--- config.mk ---
export PLATFORM = sky130hd
export DESIGN_NAME = coalescing_bus_transaction_queue_top
export DESIGN_NICKNAME = d
export VERILOG_FILES = /design/src/cbtq_pkg.sv /design/src/cbtq_ctrl.sv /design/src/cbtq_dp.sv /design/src/coalescing_bus_transaction_queue_top.sv
export SDC_FILE = /design/constraint.sdc
export NUM_CORES = 2
export LEC_CHECK = 0
export BUFFER_PORTS_ARGS = -buffer_cell sky130_fd_sc_hd__buf_2
export CAP_MARGIN = 25
export CORE_MARGIN = 4
export CORE_UTILIZATION = 60
export CTS_CLUSTER_SIZE = 10
export DETAILED_ROUTE_END_ITERATION = 12
export MAX_ROUTING_LAYER = met4
export PLACE_DENSITY = 0.87
export SLEW_MARGIN = 25
export SYNTH_ARGS = -nofsm -noshare
export SYNTH_HDL_FRONTEND = slang
export SYNTH_HIERARCHICAL = 1
export SYNTH_SLANG_ARGS = --single-unit
--- constraint.sdc ---
create_clock -name clk -period 9.4 [get_ports clk]
set_input_delay 0.94 -clock clk [delete_from_list [all_inputs] [get_ports clk]]
set_output_delay 0.94 -clock clk [all_outputs]
set_load 0.02 [all_outputs]
--- src/cbtq_pkg.sv ---
`timescale 1ns / 1ps
`default_nettype none
// ----------------------------------------------------------------------------
// cbtq_pkg
// Shared types and constants of the coalescing bus transaction queue.
// ----------------------------------------------------------------------------
package cbtq_pkg;

	// Ring geometry
	localparam int CAPACITY = 16;
	localparam int IDX_W    = $clog2(CAPACITY);
	localparam int CNT_W    = $clog2(CAPACITY + 1);

	// Transaction field widths
	localparam int KIND_W   = 3;
	localparam int BUS_W    = 16;
	localparam int ADDR_W   = 13;
	localparam int DATA_W   = 8;
	localparam int TIME_W   = 64;

	localparam logic [ADDR_W-1:0] ADDR_MASK = 13'h1fff;

	// Request kinds
	localparam logic [KIND_W-1:0] REQ_INJECT_NEXT = 3'd0;
	localparam logic [KIND_W-1:0] REQ_INJECT_AT   = 3'd1;
	localparam logic [KIND_W-1:0] REQ_STUFF       = 3'd2;
	localparam logic [KIND_W-1:0] REQ_RELEASE     = 3'd3;
	localparam logic [KIND_W-1:0] REQ_CONSUME     = 3'd4;

	// One queue entry
	typedef struct packed {
		logic [ADDR_W-1:0] addr;
		logic [ADDR_W-1:0] mask;
		logic [DATA_W-1:0] data;
		logic [TIME_W-1:0] stamp;
		logic              yield;
	} entry_t;

	// Controller to datapath
	typedef struct packed {
		logic capture;
		logic commit;
	} cmd_t;

	// Datapath to controller
	typedef struct packed {
		logic out_free;
	} sts_t;

endpackage

`default_nettype wire

--- src/cbtq_ctrl.sv ---
`timescale 1ns / 1ps
`default_nettype none
// ----------------------------------------------------------------------------
// cbtq_ctrl
// Two-state sequencer: take a transaction, then decide and commit it once the
// output register is free.
// ----------------------------------------------------------------------------
module cbtq_ctrl
	import cbtq_pkg::*;
(
	input  wire logic clk,
	input  wire logic arst_n,
	input  wire logic in_valid,
	output logic      in_ready,
	input  wire sts_t sts,
	output cmd_t      cmd
);

	localparam logic ST_IDLE = 1'b0;
	localparam logic ST_EXEC = 1'b1;

	logic state_q;
	logic state_d;

	// Drive commands from the current state
	always_comb begin
		in_ready    = (state_q == ST_IDLE);
		cmd.capture = in_valid && (state_q == ST_IDLE);
		cmd.commit  = (state_q == ST_EXEC) && sts.out_free;
	end

	// Advance the state
	always_comb begin
		state_d = state_q;
		unique case (state_q)
			ST_IDLE: begin
				if (cmd.capture) state_d = ST_EXEC;
			end
			ST_EXEC: begin
				if (cmd.commit) state_d = ST_IDLE;
			end
			default: state_d = ST_IDLE;
		endcase
	end

	always_ff @(posedge clk or negedge arst_n) begin
		if (!arst_n) state_q <= ST_IDLE;
		else         state_q <= state_d;
	end

endmodule

`default_nettype wire

--- src/cbtq_dp.sv ---
`timescale 1ns / 1ps
`default_nettype none
// ----------------------------------------------------------------------------
// cbtq_dp
// Entry ring memory, head/count/next-address pointers, request and read
// registers, push/pop decision and the output register.
// ----------------------------------------------------------------------------
module cbtq_dp
	import cbtq_pkg::*;
(
	input  wire logic              clk,
	input  wire logic              arst_n,
	input  wire cmd_t              cmd,
	output sts_t                   sts,
	input  wire logic [KIND_W-1:0] req_type,
	input  wire logic [BUS_W-1:0]  bus_address,
	input  wire logic [BUS_W-1:0]  match_mask,
	input  wire logic [DATA_W-1:0] data_byte,
	input  wire logic [TIME_W-1:0] time_value,
	output logic                   out_valid,
	input  wire logic              out_ready,
	output logic                   accepted,
	output logic [ADDR_W-1:0]      out_address,
	output logic [ADDR_W-1:0]      out_mask,
	output logic [DATA_W-1:0]      out_data,
	output logic [TIME_W-1:0]      out_time,
	output logic                   out_yield
);

	entry_t entry_mem [CAPACITY];

	logic [IDX_W-1:0]  head_q;
	logic [CNT_W-1:0]  count_q;
	logic [ADDR_W-1:0] next_addr_q;

	logic [KIND_W-1:0] kind_q;
	logic [ADDR_W-1:0] addr_q;
	logic [ADDR_W-1:0] mask_q;
	logic [DATA_W-1:0] data_q;
	logic [TIME_W-1:0] time_q;

	entry_t head_ent_q;
	entry_t tail_ent_q;

	logic   out_valid_q;
	logic   accepted_q;
	entry_t out_ent_q;

	logic [CNT_W:0]   tail_sum;
	logic [CNT_W:0]   new_sum;
	logic [IDX_W-1:0] tail_idx;
	logic [IDX_W-1:0] new_idx;
	logic [IDX_W-1:0] head_nxt;
	logic [IDX_W-1:0] wr_idx;

	entry_t push_ent;
	logic   is_push;
	logic   is_inject;
	logic   not_empty;
	logic   coal;
	logic   push_ok;
	logic   pop_ok;
	logic   ok;
	logic   wr_en;

	assign sts.out_free = !out_valid_q || out_ready;

	// Locate the newest entry and the free slot behind it
	always_comb begin
		tail_sum = {1'b0, CNT_W'(head_q)} + {1'b0, count_q} - (CNT_W+1)'(1);
		if (tail_sum >= (CNT_W+1)'(CAPACITY)) tail_sum = tail_sum - (CNT_W+1)'(CAPACITY);
		tail_idx = tail_sum[IDX_W-1:0];
		new_sum  = {1'b0, CNT_W'(head_q)} + {1'b0, count_q};
		if (new_sum >= (CNT_W+1)'(CAPACITY)) new_sum = new_sum - (CNT_W+1)'(CAPACITY);
		new_idx  = new_sum[IDX_W-1:0];
		head_nxt = (head_q == IDX_W'(CAPACITY - 1)) ? '0 : head_q + IDX_W'(1);
	end

	// Build the entry that a push would store
	always_comb begin
		push_ent.addr  = addr_q;
		push_ent.mask  = ADDR_MASK;
		push_ent.data  = data_q;
		push_ent.stamp = time_q;
		push_ent.yield = 1'b0;
		priority if (kind_q == REQ_INJECT_NEXT) begin
			push_ent.addr = next_addr_q;
		end else if (kind_q == REQ_RELEASE) begin
			push_ent.addr  = addr_q & mask_q;
			push_ent.mask  = mask_q;
			push_ent.data  = '0;
			push_ent.yield = 1'b1;
		end else begin
			push_ent.addr = addr_q;
		end
	end

	// Decide between coalesce, append, pop and refuse
	always_comb begin
		is_push   = (kind_q == REQ_INJECT_NEXT) || (kind_q == REQ_INJECT_AT)
			|| (kind_q == REQ_STUFF) || (kind_q == REQ_RELEASE);
		is_inject = (kind_q == REQ_INJECT_NEXT) || (kind_q == REQ_INJECT_AT);
		not_empty = (count_q != '0);
		coal      = not_empty && (tail_ent_q.addr == push_ent.addr)
			&& (tail_ent_q.mask == push_ent.mask);
		push_ok   = coal || (count_q < CNT_W'(CAPACITY));
		pop_ok    = (kind_q == REQ_CONSUME) && not_empty
			&& ((addr_q & head_ent_q.mask) == head_ent_q.addr)
			&& (head_ent_q.stamp <= time_q);
		ok        = is_push ? push_ok : pop_ok;
		wr_en     = cmd.commit && is_push && push_ok;
		wr_idx    = coal ? tail_idx : new_idx;
	end

	// Capture the request and read head and tail entries
	always_ff @(posedge clk) begin
		if (cmd.capture) begin
			kind_q     <= req_type;
			addr_q     <= bus_address[ADDR_W-1:0];
			mask_q     <= match_mask[ADDR_W-1:0];
			data_q     <= data_byte;
			time_q     <= time_value;
			head_ent_q <= entry_mem[head_q];
			tail_ent_q <= entry_mem[tail_idx];
		end
	end

	// Write the ring memory
	always_ff @(posedge clk) begin
		if (wr_en) entry_mem[wr_idx] <= push_ent;
	end

	// Update pointers on commit
	always_ff @(posedge clk or negedge arst_n) begin
		if (!arst_n) begin
			head_q      <= '0;
			count_q     <= '0;
			next_addr_q <= '0;
		end else if (cmd.commit) begin
			if (wr_en && !coal) count_q <= count_q + CNT_W'(1);
			if (is_inject && push_ok) next_addr_q <= push_ent.addr + ADDR_W'(1);
			if (pop_ok) begin
				head_q  <= head_nxt;
				count_q <= count_q - CNT_W'(1);
			end
		end
	end

	// Hold the result until taken
	always_ff @(posedge clk or negedge arst_n) begin
		if (!arst_n) out_valid_q <= 1'b0;
		else if (cmd.commit) out_valid_q <= 1'b1;
		else if (out_ready) out_valid_q <= 1'b0;
	end

	always_ff @(posedge clk) begin
		if (cmd.commit) begin
			accepted_q <= ok;
			out_ent_q  <= pop_ok ? head_ent_q : '0;
		end
	end

	assign out_valid   = out_valid_q;
	assign accepted    = accepted_q;
	assign out_address = out_ent_q.addr;
	assign out_mask    = out_ent_q.mask;
	assign out_data    = out_ent_q.data;
	assign out_time    = out_ent_q.stamp;
	assign out_yield   = out_ent_q.yield;

endmodule

`default_nettype wire

--- src/coalescing_bus_transaction_queue_top.sv ---
`timescale 1ns / 1ps
`default_nettype none
// ----------------------------------------------------------------------------
// coalescing_bus_transaction_queue_top
// Ring queue of pending bus transactions with tail coalescing and
// address/time qualified pop.
//
//   channel | handshake            | payload
//   --------+----------------------+------------------------------------------
//   in      | in_valid / in_ready  | req_type bus_address match_mask data_byte
//           |                      | time_value
//   out     | out_valid / out_ready| accepted out_address out_mask out_data
//           |                      | out_time out_yield
//
// Each transaction is accepted in the idle state, whose accept edge reads the head
// and tail entries from the ring memory into registers; the execute state then
// decides and writes back. The registered memory read is why the decision has its own state.
// A result waits in the output register; the next transaction is accepted
// meanwhile and stalls in its decide cycle only while that register is full.
// Reset clears pointers and the output valid; entries need no clearing.
// ----------------------------------------------------------------------------
module coalescing_bus_transaction_queue_top
	import cbtq_pkg::*;
(
	input  wire logic              clk,
	input  wire logic              arst_n,
	input  wire logic              in_valid,
	output logic                   in_ready,
	input  wire logic [KIND_W-1:0] req_type,
	input  wire logic [BUS_W-1:0]  bus_address,
	input  wire logic [BUS_W-1:0]  match_mask,
	input  wire logic [DATA_W-1:0] data_byte,
	input  wire logic [TIME_W-1:0] time_value,
	output logic                   out_valid,
	input  wire logic              out_ready,
	output logic                   accepted,
	output logic [ADDR_W-1:0]      out_address,
	output logic [ADDR_W-1:0]      out_mask,
	output logic [DATA_W-1:0]      out_data,
	output logic [TIME_W-1:0]      out_time,
	output logic                   out_yield
);

	cmd_t cmd;
	sts_t sts;

	cbtq_ctrl u_ctrl (
		.clk      (clk),
		.arst_n   (arst_n),
		.in_valid (in_valid),
		.in_ready (in_ready),
		.sts      (sts),
		.cmd      (cmd)
	);

	cbtq_dp u_dp (
		.clk         (clk),
		.arst_n      (arst_n),
		.cmd         (cmd),
		.sts         (sts),
		.req_type    (req_type),
		.bus_address (bus_address),
		.match_mask  (match_mask),
		.data_byte   (data_byte),
		.time_value  (time_value),
		.out_valid   (out_valid),
		.out_ready   (out_ready),
		.accepted    (accepted),
		.out_address (out_address),
		.out_mask    (out_mask),
		.out_data    (out_data),
		.out_time    (out_time),
		.out_yield   (out_yield)
	);

endmodule

`default_nettype wire

==> summary.txt <==
Drt
  • Routed len/inst: 42.0 µm
  • First drt pass iteration count: 13
  • Vias: roughly 41k
  • Wirelength, routed: 226 mm
  • Vias/cell: approximately 7.7
  • First DRT Iteration DRCs: 8,057
  • Remaining antenna violation count: 0
  • # DRC: 0

Yosys
  • Post-Synth Simple-Gate Area: 2.20%
  • Post-synth EDFFs: 1,910
  • Seq/Total Area, Yosys: 75.1%
  • Mux contribution to synthesized area: 18.5%
  • Synth Area in Adders: under 10%
  • Yosys warns: 6
  • Ys async rst share: under 10%
  • Yosys top cell area share: 74.3%
  • Yosys cell types: 65
  • Cell accounting for the most synthesized area: edfxtp_1
  • Dominant synthesized flop cell: edfxtp_1
  • Syn Area/Cell: 22.9 µm²
  • Compound-Gate Fraction of Synth Area: under 10%
  • Post-Synth XOR/XNOR Area: less than 1%
  • Post-Syn Nets: ~3.6k
  • Yosys reg bits: 1,934
  • Mapped Cells: ~3.4k
  • Netlist Area Pre-Place: 0.0772 mm²
  • Largest family of logic cells by synthesized area: multiplexers
  • Top cells by area, synth: edfxtp_1 (74%), mux4_2 (18%), ha_1 (1.2%), and2_1 (1.0%), dfrtp_1 (0.78%)

Pwr
  • Power Dens Cells: 244 mW/mm²
  • Maximum VDD drop: 0.000296 V
  • Leak: 27.3 nW

Finish
  • Fillers: 6,827
  • Most common cell after layout, fill and taps aside: edfxtp_1
  • Most frequent cells in the layout: edfxtp_1 (1,910), mux4_2 (625), clkbuf_16 (212)
  • NumNets Final: 3,865
  • Post-route cell area: about 0.086 mm²
  • Layout Cells excl Fill: around 5.4k
  • Area delta synth->final: 11.7%
  • Share of layout cells above drive strength 1: 31.8%
  • Final Util: 67.6%
  • Area occupied by multi-input gates: 0.0184 mm²
  • Register area: 0.0580 mm²

GRT
  • GRT Total Usage: approximately a third
  • Vias in the first global route: around 43k
  • Largest net degree at the start of global routing: 152
  • First-pass GRT wire length: 323 mm
  • Initial antenna violation count: 15
  • GRT overflow: 0

CTS
  • TritonCTS clock tree: built
  • Root Buffer: clkbuf_16
  • H-tree level count: 4
  • Postcts setup bufs: 0
  • Clock sinks: roughly 1.9k
  • Max Buffers Root-to-Sink: 3
  • Num CTS Buffers: 212
  • Worst-Skew Late Latency: 0.87 ns
  • CTS clk-pin slew, worst paths: 0.06 ns
  • Post-cts sizing count: 0
  • CTS Hold Bufs: 0

STA
  • Skew final: 0.0359 ns
  • Worst hold slack: between 0.09 and 0.1 ns
  • Setup TNS: 0 ns
  • Slew at the pin with the worst max-slew slack: 1.11 ns
  • Period utilization: between 70 and 80%
  • RSZ-0062 raised after global routing: no
  • Max Fclk: between 0.1 and 0.15 GHz
  • Slew HR: approximately a quarter
  • Period minus WS final: 6.86 ns
  • Hold Fails Final Rpt: 0
  • Final Setup Violations: 0
  • Final Max Slew Viols: 0

Floorplanning
  • Core box area: 0.128 mm²
  • Chip width: 367 µm
  • Die area: 0.134 mm²
  • Initial Util: about three fifths
  • Die Y: 367 µm
  • # IOs: between 200 and 250
  • Cell Rows: 131

Placed design
  • Post-DP Area: 0.0804 mm²
  • Placer Congestion: 0.894
  • IO Port Bufs: 206
  • Hpwl dp: 108 mm
  • Dpl cells: a little over 5k

Worst setup path
  • Nature of the critical path startpoint: register
  • Critical path data arrival time: 7.33 ns
  • CP required: 9.87 ns
  • CP endpoint kind: register
  • Critical path class: reg -> reg
  • Worst-path maximum fanout: 49

Status
  • Status: complete, no violations

Flow run
  • # Max-Cap Violations: 0

Hold path
  • Min-Delay Path Class: in -> async
==> critical path: stages, from the launching register on <==
cell and delay, ns:
edfxtp_1 0.92, nand4bb_1 0.96, o211ai_1 0.56, xor2_1 0.25, nand4_1 0.19, nor4_2 0.85
nand2_1 0.30, mux2i_1 0.56, and2_4 0.64, buf_16 0.33, buf_4 0.81
==> synth_stat cells, types with 3 or more instances <==
library cell,instances
a21oi_1,29
ha_1,73
nor4_1,7
nand2_1,45
mux2_1,10
and4bb_2,4
a21o_1,11
edfxtp_1,1910
xor2_1,28
o221ai_2,11
or4_1,17
buf_1,43
xnor2_1,23
buf_2,4
or2_1,4
nand4_1,23
o2111ai_1,4
or2_2,5
o21ai_1,3
o22ai_1,3
inv_1,99
nor2_1,13
dfrtp_1,24
nand3_1,11
and2_1,123
o21a_1,3
o31ai_1,5
a211oi_1,5
nor3_1,12
o211ai_1,5
a22o_1,3
clkbuf_1,116
mux2_2,6
a31oi_1,3
mux4_2,625
o21ai_0,15
mux2i_1,4
nand2b_1,6
==> path summary, 6_finish.rpt <==
path	startpoint	to	slack (ns)	depth (start not counted)
worst max-delay path	u_dp/kind_q[1]	u_dp/entry_mem[1][30]	2.54	10
max in group asynchronous	arst_n	u_dp/head_q[1]	8.79	1
worst min-delay path	arst_n	u_ctrl/state_q	0.1	1
worst min register to register	u_dp/next_addr_q[4]	u_dp/next_addr_q[4]	0.49	1
min in group clk	bus_address[12]	u_dp/addr_q[12]	0.25	1
worst max register to register	u_dp/kind_q[1]	u_dp/entry_mem[1][30]	2.54	10
==> registers in the layout, summed over array words and instances (netlist names), 13 cells and up <==
signal            flops
u_dp/out_address     13
u_dp/out_time        64
u_dp/out_mask        13
u_dp/next_addr_q     13
u_dp/entry_mem     1584
u_dp/addr_q          13
u_dp/mask_q          13
u_dp/head_ent_q      99
u_dp/tail_ent_q      26
u_dp/time_q          64
==> routing by layer <==
metal | GRT usage, % | routed length, µm
met3 | 9.17 | 31400
met2 | 54.1 | 110000
met5 | - | 0
met4 | 18.3 | 15100
met1 | 43.6 | 69600
==> logic make-up after synthesis <==
logic type / Yosys count
AOI/OAI and AO/OA: 114
xor gates and xnor gates: 51
and+or+nand+nor: 285
muxes: 645
adders and majority gates: 75
buffers and inverters: 265
DFF: 1934
==> through the flow <==
| stage | setup slack [ns] | power, mW |
|---|---|---|
| finish | 2.54 | 21.0 |
| global route | 2.64 | 21.5 |
| CTS | 2.94 | 20.9 |
| detailed placement | 3.38 | 13.4 |
| global placement | 2.95 | 13.3 |
| floorplan | 2.11 | 12.4 |
==> layout make-up <==
class | instances | area share, %
repair buffers | 262 | 1.97
clock buffers | 231 | 6.23
multi-input cells | 1170 | 21.3
well taps | 1662 | 2.41
inverters | 99 | 0.431
clock inverters | 18 | 0.416
flip-flops and latches | 1934 | 67.2
diodes | 12 | 0.0348
==> power by group <==
part	switching, mW	internal (mW)
Clock	3.40	4.06
Sequential	0.387	10.2
Combinational	1.80	1.23
Total	5.58	15.4
Power figures use the tool's default switching activity.
